**src/sv/tscm_pkg.sv**
```systemverilog
// Shared types, constants and helpers for the TLSF size-class mapper.
package tscm_pkg;

  // Field widths
  localparam int SizeW  = 32;
  localparam int FlW    = 5;
  localparam int SlW    = 5;
  localparam int AdjW   = 30;
  localparam int AlignW = 4;
  localparam int LgW    = 5;

  // Default second-level split (log2 of second-level classes)
  localparam int SlLog2Default = 5;

  // Adjust limits and reset alignment
  localparam logic [AlignW-1:0] AlignReset = 4'd2;
  localparam logic [SizeW-1:0]  BlockMin   = 32'd12;
  localparam logic [SizeW-1:0]  BlockMax   = 32'h4000_0000;

  // Operation codes
  typedef enum logic [1:0] {
    CMD_INSERT = 2'd0,
    CMD_SEARCH = 2'd1,
    CMD_ADJUST = 2'd2
  } cmd_t;

  // Request transaction
  typedef struct packed {
    cmd_t             cmd;
    logic [SizeW-1:0] size;
  } req_t;

  // Result transaction
  typedef struct packed {
    logic [FlW-1:0]  fl_index;
    logic [SlW-1:0]  sl_index;
    logic [AdjW-1:0] adjusted_size;
  } rsp_t;

  // Index of the highest set bit; 0 for an input of 0
  function automatic logic [LgW-1:0] floor_log2(input logic [SizeW-1:0] v);
    logic [LgW-1:0] n;
    n = '0;
    for (int i = 1; i < SizeW; i++) begin
      if (v[i]) n = LgW'(i);
    end
    return n;
  endfunction

endpackage

```
**src/sv/tlsf_size_class_mapper.sv**
```systemverilog
// TLSF size-class mapper: four-stage pipeline for insert, search and adjust.
// Throughput: one command per cycle, every cycle; busy is always low.
// Stages: encode + align add, search round add + clamp, re-encode, class shift.
// Reset (rst, synchronous): pipeline valid bits cleared, align_log2 set to 2.
// result_valid pulses one cycle per result; the receiver cannot stall.
module tlsf_size_class_mapper #(
  parameter int SL_LOG2 = tscm_pkg::SlLog2Default
) (
  input  logic                          clk,
  input  logic                          rst,
  input  logic                          start,
  output logic                          busy,
  input  tscm_pkg::req_t                item,
  output logic                          result_valid,
  output tscm_pkg::rsp_t                result,
  input  logic                          cfg_valid,
  output logic                          cfg_ready,
  input  logic [tscm_pkg::AlignW-1:0]   cfg_data
);

  localparam int FlShift  = SL_LOG2 + 2;
  localparam int DivShift = FlShift - SL_LOG2;
  localparam logic [tscm_pkg::SizeW-1:0] SlCount = tscm_pkg::SizeW'(1) << SL_LOG2;
  localparam logic [tscm_pkg::LgW-1:0]   SlLg    = tscm_pkg::LgW'(SL_LOG2);
  localparam logic [tscm_pkg::LgW-1:0]   FlBias  = tscm_pkg::LgW'(FlShift - 1);
  localparam logic [tscm_pkg::FlW-1:0]   FlMax   = tscm_pkg::FlW'(32 - FlShift);

  // No back-pressure anywhere
  assign busy      = 1'b0;
  assign cfg_ready = 1'b1;

  logic in_fire;
  assign in_fire = start & ~busy;

  // Alignment register
  logic [tscm_pkg::AlignW-1:0] align_log2;
  always_ff @(posedge clk) begin
    if (rst) begin
      align_log2 <= tscm_pkg::AlignReset;
    end else if (cfg_valid && cfg_ready) begin
      align_log2 <= cfg_data;
    end
  end

  // Stage 1: encode input size, align-up add
  logic [tscm_pkg::SizeW-1:0] align_mask;
  logic [tscm_pkg::SizeW-1:0] s1_aligned_next;
  assign align_mask      = (tscm_pkg::SizeW'(1) << align_log2) - tscm_pkg::SizeW'(1);
  assign s1_aligned_next = (item.size + align_mask) & ~align_mask;

  logic                       s1_valid;
  tscm_pkg::cmd_t             s1_cmd;
  logic [tscm_pkg::SizeW-1:0] s1_size;
  logic [tscm_pkg::LgW-1:0]   s1_lg;
  logic [tscm_pkg::SizeW-1:0] s1_aligned;

  always_ff @(posedge clk) begin
    if (rst) s1_valid <= 1'b0;
    else     s1_valid <= in_fire;
    s1_cmd     <= item.cmd;
    s1_size    <= item.size;
    s1_lg      <= tscm_pkg::floor_log2(item.size);
    s1_aligned <= s1_aligned_next;
  end

  // Stage 2: search round-up (wraps at 32 bits), adjust clamp
  logic                       s1_big;
  logic [tscm_pkg::SizeW-1:0] round_add;
  logic [tscm_pkg::SizeW-1:0] s2_map_size_next;
  logic [tscm_pkg::AdjW-1:0]  s2_adjusted_next;

  assign s1_big    = (s1_size >> FlShift) != '0;
  assign round_add = (tscm_pkg::SizeW'(1) << (s1_lg - SlLg)) - tscm_pkg::SizeW'(1);

  always_comb begin
    s2_map_size_next = s1_size;
    if (s1_cmd == tscm_pkg::CMD_SEARCH && s1_big) s2_map_size_next = s1_size + round_add;
    s2_adjusted_next = '0;
    if (s1_cmd == tscm_pkg::CMD_ADJUST && s1_size != '0 && s1_aligned < tscm_pkg::BlockMax) begin
      if (s1_aligned < tscm_pkg::BlockMin) s2_adjusted_next = tscm_pkg::AdjW'(tscm_pkg::BlockMin);
      else                                 s2_adjusted_next = s1_aligned[tscm_pkg::AdjW-1:0];
    end
  end

  logic                       s2_valid;
  tscm_pkg::cmd_t             s2_cmd;
  logic [tscm_pkg::SizeW-1:0] s2_map_size;
  logic [tscm_pkg::AdjW-1:0]  s2_adjusted;

  always_ff @(posedge clk) begin
    if (rst) s2_valid <= 1'b0;
    else     s2_valid <= s1_valid;
    s2_cmd      <= s1_cmd;
    s2_map_size <= s2_map_size_next;
    s2_adjusted <= s2_adjusted_next;
  end

  // Stage 3: encode the size to be mapped
  logic                       s3_valid;
  tscm_pkg::cmd_t             s3_cmd;
  logic [tscm_pkg::SizeW-1:0] s3_map_size;
  logic [tscm_pkg::LgW-1:0]   s3_lg;
  logic                       s3_small;
  logic [tscm_pkg::AdjW-1:0]  s3_adjusted;

  always_ff @(posedge clk) begin
    if (rst) s3_valid <= 1'b0;
    else     s3_valid <= s2_valid;
    s3_cmd      <= s2_cmd;
    s3_map_size <= s2_map_size;
    s3_lg       <= tscm_pkg::floor_log2(s2_map_size);
    s3_small    <= (s2_map_size >> FlShift) == '0;
    s3_adjusted <= s2_adjusted;
  end

  // Stage 4: class shift into the output register
  tscm_pkg::rsp_t result_next;

  always_comb begin
    result_next               = '0;
    result_next.adjusted_size = s3_adjusted;
    case (s3_cmd)
      tscm_pkg::CMD_INSERT, tscm_pkg::CMD_SEARCH: begin
        if (s3_small) begin
          result_next.sl_index = tscm_pkg::SlW'(s3_map_size >> DivShift);
        end else begin
          result_next.fl_index = tscm_pkg::FlW'(s3_lg - FlBias);
          result_next.sl_index = tscm_pkg::SlW'(s3_map_size >> (s3_lg - SlLg))
                                 ^ SlCount[tscm_pkg::SlW-1:0];
        end
      end
      default: begin
        result_next.fl_index = '0;
        result_next.sl_index = '0;
      end
    endcase
  end

  always_ff @(posedge clk) begin
    if (rst) result_valid <= 1'b0;
    else     result_valid <= s3_valid;
    result <= result_next;
  end

  // Checks
  a_valid_follows: assert property (@(posedge clk) disable iff (rst)
    s3_valid |=> result_valid)
    else $error("result strobe lost");

  a_no_phantom: assert property (@(posedge clk) disable iff (rst)
    !s3_valid |=> !result_valid)
    else $error("result strobe without a transaction");

  a_fields_exclusive: assert property (@(posedge clk) disable iff (rst)
    result_valid |-> (result.adjusted_size == '0 ||
                      (result.fl_index == '0 && result.sl_index == '0)))
    else $error("class and adjusted size both set");

  a_adj_min: assert property (@(posedge clk) disable iff (rst)
    result_valid |-> (result.adjusted_size == '0 ||
                      result.adjusted_size >= tscm_pkg::AdjW'(tscm_pkg::BlockMin)))
    else $error("adjusted size below minimum block");

  a_fl_range: assert property (@(posedge clk) disable iff (rst)
    result_valid |-> result.fl_index <= FlMax)
    else $error("first level out of range");

endmodule

```
**config.mk**
```make
export PLATFORM = sky130hd
export DESIGN_NAME = tlsf_size_class_mapper
export DESIGN_NICKNAME = d
export VERILOG_FILES = /design/src/sv/tscm_pkg.sv /design/src/sv/tlsf_size_class_mapper.sv
export SDC_FILE = /design/constraint.sdc
export NUM_CORES = 1
export LEC_CHECK = 0
export BUFFER_PORTS_ARGS = -buffer_cell sky130_fd_sc_hd__buf_2
export CAP_MARGIN = 20
export CORE_MARGIN = 2
export CORE_UTILIZATION = 50
export CTS_CLUSTER_DIAMETER = 200
export DETAILED_ROUTE_END_ITERATION = 6
export PLACE_DENSITY = 0.79
export RECOVER_POWER = 50
export SLEW_MARGIN = 25
export SYNTH_ARGS = -nofsm -noshare
export SYNTH_HDL_FRONTEND = slang
export SYNTH_SLANG_ARGS = --single-unit
```
**constraint.sdc**
```tcl
create_clock -name clk -period 3.7 [get_ports clk]
set_input_delay 0.74 -clock clk [delete_from_list [all_inputs] [get_ports clk]]
set_output_delay 0.74 -clock clk [all_outputs]
set_load 0.1 [all_outputs]
```
---- Yosys cells after proc, flatten, opt, wreduce, memory -nomap -nowiden ----
Cells that the tools add are included.
cells by class
  add/sub/neg operators ................... 7
  magnitude comparators ................... 2
  eq/ne operators ......................... 3
  shifts and indexed selects .............. 3
  reductions and logical operators ........ 18
  multiplexer cells ....................... 63
  bitwise operators ....................... 4
operator list
  cell                                                           count
  2-to-1 mux 5 bit                                               26
  2-to-1 mux 4 bit                                               17
  adder 32 bit                                                   2
  nonzero test 32 bit                                            2
  subtractor 32 x 2 -> 32 bit (second input constant)            2
  bitwise AND 32 bit                                             1
  logical NOT 32 bit                                             1
  less-than comparator 32 x 31 -> 1 bit (second input constant)  1
  less-than comparator 32 x 4 -> 1 bit (second input constant)   1
  2-to-1 mux 32 bit                                              1
  NOT 32 bit                                                     1
  OR reduction 16 bit                                            2
  << shifter 1 x 4 -> 32 bit (first input constant)              1
  << shifter 1 x 5 -> 32 bit (first input constant)              1
  >> shifter 32 x 5 -> 5 bit                                     1
  2-to-1 mux 3 bit                                               9
  OR reduction 8 bit                                             2
  subtractor 5 x 3 -> 5 bit (second input constant)              3
  2-to-1 mux 2 bit                                               6
  OR reduction 2 bit                                             5
  OR reduction 4 bit                                             2
  == test 2 x 1 -> 1 bit (second input constant)                 2
  2-to-1 mux 1 bit                                               4
  logical AND 1 bit                                              3
  other kinds (3)                                                4
storage, ports and cells
  word-level logic and storage cells ...... 129
  register bits ........................... 253
  output and inout port bits .............. 43
  bits of input ports ..................... 42

---- Depth between registers and ports, before layout ----
  word-level depth ........................ 30
  mapped depth ............................ 21
  gate-level depth less buffers ........... 20

---- Least setup slack after synthesis ----
Ideal clock, no wire load.
  kind .................................... register to register
  from .................................... reg align_log2[2] (netlist name)
  to ...................................... reg s1_aligned[31] (netlist name)
  buffers on the path ..................... 2
  cell stages (with the launch flop) ...... 22
  library setup time ...................... 114 ps
  arrival time ............................ 3993 ps
  data required time ...................... 3586 ps
  period minus slack after synthesis ...... 4107 ps
  slack ................................... -407 ps
  path through ............................ dfxtp_1 clkbuf_1 nor2_1 inv_1 nor2_1 nand2_1 ha_1 clkbuf_1 a22o_1 nand2_1 nand2_1 ha_1 a21oi_1 nor2b_1 a311o_1 a21oi_2 o21ai_2 o22a_1 a211o_1 a311oi_2 xor2_1 nor2_1
between the ends
  word-level cells in the longest chain between the ends .. 4
  elaborated cells on any way between the ends .. 5
  those cells by class .................... add/sub (2); shift (1); bitwise (2)
RTL lines
  element                                            RTL line                      source
  start: declaration                                 tlsf_size_class_mapper.sv:36  logic [tscm_pkg::AlignW-1:0] align_log2;
  start signal: assignment                           tlsf_size_class_mapper.sv:39  align_log2 <= tscm_pkg::AlignReset;
  start signal: assignment                           tlsf_size_class_mapper.sv:41  align_log2 <= cfg_data;
  << shifter 1 x 4 -> 32 bit *                       tlsf_size_class_mapper.sv:48  assign align_mask = (tscm_pkg::SizeW'(1) << align_log2) - tscm_pkg::SizeW'(1);
  subtractor 32 x 2 -> 32 bit *                      tlsf_size_class_mapper.sv:48
  adder 32 bit / NOT 32 bit (equally long branches)  tlsf_size_class_mapper.sv:49  assign s1_aligned_next = (item.size + align_mask) & ~align_mask;
  bitwise AND 32 bit *                               tlsf_size_class_mapper.sv:49
  via s1_aligned_next (one bit)                      tlsf_size_class_mapper.sv:47  logic [tscm_pkg::SizeW-1:0] s1_aligned_next;
  end signal: assignment                             tlsf_size_class_mapper.sv:63  s1_aligned <= s1_aligned_next;
  end: declaration                                   tlsf_size_class_mapper.sv:55  logic [tscm_pkg::SizeW-1:0] s1_aligned;
Mark *: on every way through the listed nets, which the timed path passes. The rest lies on a longest branch.
A chain may end at the register's enable or synchronous reset.

---- Worst setup path after layout ----
  from .................................... reg align_log2[3] (netlist name)
  to ...................................... reg s1_aligned[31] (netlist name)
The elaborated chain is that of the path after synthesis.

==> summary.md <==
| Metric | Value |
|---|---|
| Clock-pin slew on the worst setup and hold paths | 60 ps |
| Pin count of the biggest net entering global routing | 33 |
| I/O Pins | 85 |
| Tcrit/Tclk final | 0.969 |
| Final wirelength | 27000 µm |
| Finished layout cell area | 0.0138 mm² |
| Hold_buf cts | 0 |
| Area of the multi-input gates | 0.00633 mm² |
| Placed wire-length estimate | 20400 µm |
| Worst Path Arrival | 4020 ps |
| Max Freq | 279 MHz |
| Max-cap violations | 0 |
| Leakage Power | 0.00642 µW |
| Post-Syn Area per Cell | 9.30 µm² |
| Nets | 1535 |
| Width of the die | 157 µm |
| Cell variety after synth | 65 |
| Root Driver | clkbuf_16 |
| Status | finished clean |
| Crit start category | flip-flop |
| RSZ-0062 raised after global routing | yes |
| WL/cell | 15.6 µm |
| Power per standard cell area | 534 mW/mm² |
| Vias per cell | 5.37 |
| Routed Antenna Nets | 0 |
| Global-route wire length before repair | 42200 µm |
| Final hold violations | 0 |
| Crit path max fanout | 5 |
| Placed inst area | 0.0128 mm² |
| Clock skew | 12.8 ps |
| Clk Latency, worst-skew pair | 540 ps |
| Total track usage | 0.211 |
| Synthesis warning total | 0 |
| Layout Cells excl Fill | 1731 |
| Mapped cell area | 0.0118 mm² |
| Layout cell share with drive strength beyond 1 | 0.157 |
| Synth Flop Type | dfxtp_1 |
| Worst Hold Class | input pin to flip-flop |
| Slew headroom | 0.485 |
| Fin crit period | 3590 ps |
| Clk sinks | 251 |
| Post-synth ARST share | 0 |
| CTS tree | built |
| Dpl cells | 1677 |
| Yosys top cell by area | dfxtp_1 |
| GR Overflow Total | 0 |
| Crit path required time | 4130 ps |
| Drt pass-1 iters | 5 |
| Slew @ Worst Pin | 773 ps |
| Initial antenna violation count | 0 |
| DRC Markers | 0 |
| Core area | 0.0233 mm² |
| Top cells by area, synth | dfxtp_1 43%, ha_1 10%, mux4_2 5.9%, inv_1 4.4%, nand2_1 3.9% |
| DRT iter0 DRCs | 622 |
| Syn Inst Count | 1264 |
| Fin. max-slew vios | 0 |
| Number of global-route vias before repair | 8632 |
| Critical path type | flip-flop to flip-flop |
| FF+latch count, synth | 251 |
| FP Rows | 56 |
| Initial Util | 0.505 |
| H-tree depth | 1 |
| Final GP Congestion | 0.902 |
| Register area share after synthesis | 0.427 |
| Share of the synthesized area in the top cell type | 0.427 |
| Antenna diodes | 0 |
| CTS max path bufs | 3 |
| Die Span Y | 157 µm |
| Final setup viols | 0 |
| CTS buffer count | 25 |
| Area delta synth->final | 17.3% |
| CP endpoint kind | flip-flop |
| Die area | 0.0248 mm² |
| Routed via count | 9300 |
| Port Buffers | 82 |
| Peak supply drop | 376 µV |
| Layout filler cell count | 1982 |
| Sequential Area | 0.00503 mm² |
| Number of synthesized flops with an enable pin | 0 |
repair_timing:
| item | CTS | global route |
|---|---|---|
| endpoints found under the setup margin | 4 | 26 |
| gates resized for setup | 2 | 43 |
| setup buffers | 1 | 9 |
| pin swaps | 1 | 18 |
| endpoints found under the hold margin | 0 | 0 |
stage by stage:
step	setup TNS, ps	worst slack, ps	hold slack, ps	util	power (µW)
final	0	114	303	0.593	7360
after CTS	-28.1	-18.7	283	0.584	7340
after floorplan	0	10.7	310	-	4530
after detailed placement	-9.46	-9.46	312	0.550	4940
after global placement	0	103	310	0.550	4900
after global routing	-149	-68.6	292	0.593	7700
worst paths after layout:
check	to	cells past startpoint	startpoint	slack, ps
setup / recovery	s1_aligned[31]	19	align_log2[3]	110
hold / removal	s1_cmd[0]	1	item[32]	300
setup reg to reg	s1_aligned[31]	19	align_log2[3]	110
hold reg to reg	s3_adjusted[20]	0	s2_adjusted[20]	330
where the power goes:
group          leakage, µW  internal (µW)  total, µW  switching (µW)
Sequential         0.00208           2970       3150             178
Clock             0.000391           1350       2390            1040
Combinational      0.00395            754       1830            1070
final cells by class:
type / count / area share
Multi-Input combinational cell: 847 / 0.459
Clock buffer: 34 / 0.0514
Clock inverter: 10 / 0.00517
Sequential cell: 251 / 0.364
Timing Repair Buffer: 131 / 0.0534
Inverter: 139 / 0.0378
Tap cell: 319 / 0.0289
Yosys cell counts (all sizes together), types with 3 or more instances:
cell and instances:
and2 35, dfxtp 251, xnor2 30, nor4 22
ha 96, nand2 122, a211oi 10, o21bai 5
mux2i 13, nor3 24, and3b 3, o31a 3
o21a 5, a31oi 8, mux2 3, nor2b 18
a21oi 86, or2 4, nor3b 4, inv 137
xor2 30, a21o 32, nor2 91, clkbuf 27
buf 7, mux4 31, and3 11, o31ai 16
o41ai 3, nand3 16, nand2b 15, o211ai 6
a21boi 4, nand4 6, o21ai 56
per-layer routing:
layer / part of all wire / GRT usage
met5: 0 / 0
met4: 0.031 / 0.0723
met3: 0.055 / 0.0369
met2: 0.47 / 0.349
met1: 0.45 / 0.280
flip-flops by register name, indices dropped and copies added, names as in the netlist, 5 cells and up:
| signal | count |
|---|---|
| s3_map_size | 32 |
| s1_aligned | 32 |
| s2_adjusted | 30 |
| result | 40 |
| s2_map_size | 32 |
| s3_lg | 5 |
| s1_size | 32 |
| s1_lg | 5 |
| s3_adjusted | 30 |
worst max-delay path, cell delays in order, from the launching register on:
cell and delay [ps]:
dfxtp_2 330, nor2_4 140, inv_2 70, nor2_4 100, nand2_2 70, ha_4 180, a22o_1 220, nand2_1 80
nand2_2 70, ha_4 240, a21oi_2 120, nor2b_1 50, a311o_1 330, a21oi_2 190, o21ai_2 80, o22a_2 280
a211o_1 320, a311oi_2 310, xor2_1 220, nor2_1 60
cell families (layout without fill, tap and decap cells):
logic type,count (synthesis),after routing,synth area share
flops,251,251,0.427
other cells,2,9,0.000639
simple gates,378,378,0.154
mux,47,47,0.0733
compound gates,255,255,0.139
fa+ha+maj,98,98,0.106
buf+inv,173,314,0.0560
xor+xnor,60,60,0.0447
cell usage in the layout (no fill, tap or decap), types with 4 or more instances in the layout:
master	Yosys	routed
dfxtp_1	251	250
inv_1	137	136
nand2_1	122	120
ha_1	96	91
nor2_1	91	84
a21oi_1	85	77
o21ai_0	54	51
buf_2	1	49
buf_4	2	49
clkbuf_1	27	37
and2_1	35	35
a21o_1	32	32
mux4_2	31	31
xor2_1	30	29
xnor2_1	30	29
clkbuf_16	0	25
nor3_1	24	24
nor4_1	22	22
nor2b_1	18	17
nand3_1	16	16
o31ai_1	16	14
nand2b_1	15	14
mux2i_1	13	13
and3_1	11	11
a211oi_1	10	10
conb_1	2	9
a21oi_2	1	8
a31oi_1	8	8
clkinv_2	0	7
nand4_1	6	6
o211ai_1	6	6
o21bai_1	5	5
o21a_1	5	5
ha_4	0	5
clkbuf_8	0	5
nor2_2	0	4
or2_2	4	4
Power figures use the tool's default switching activity.
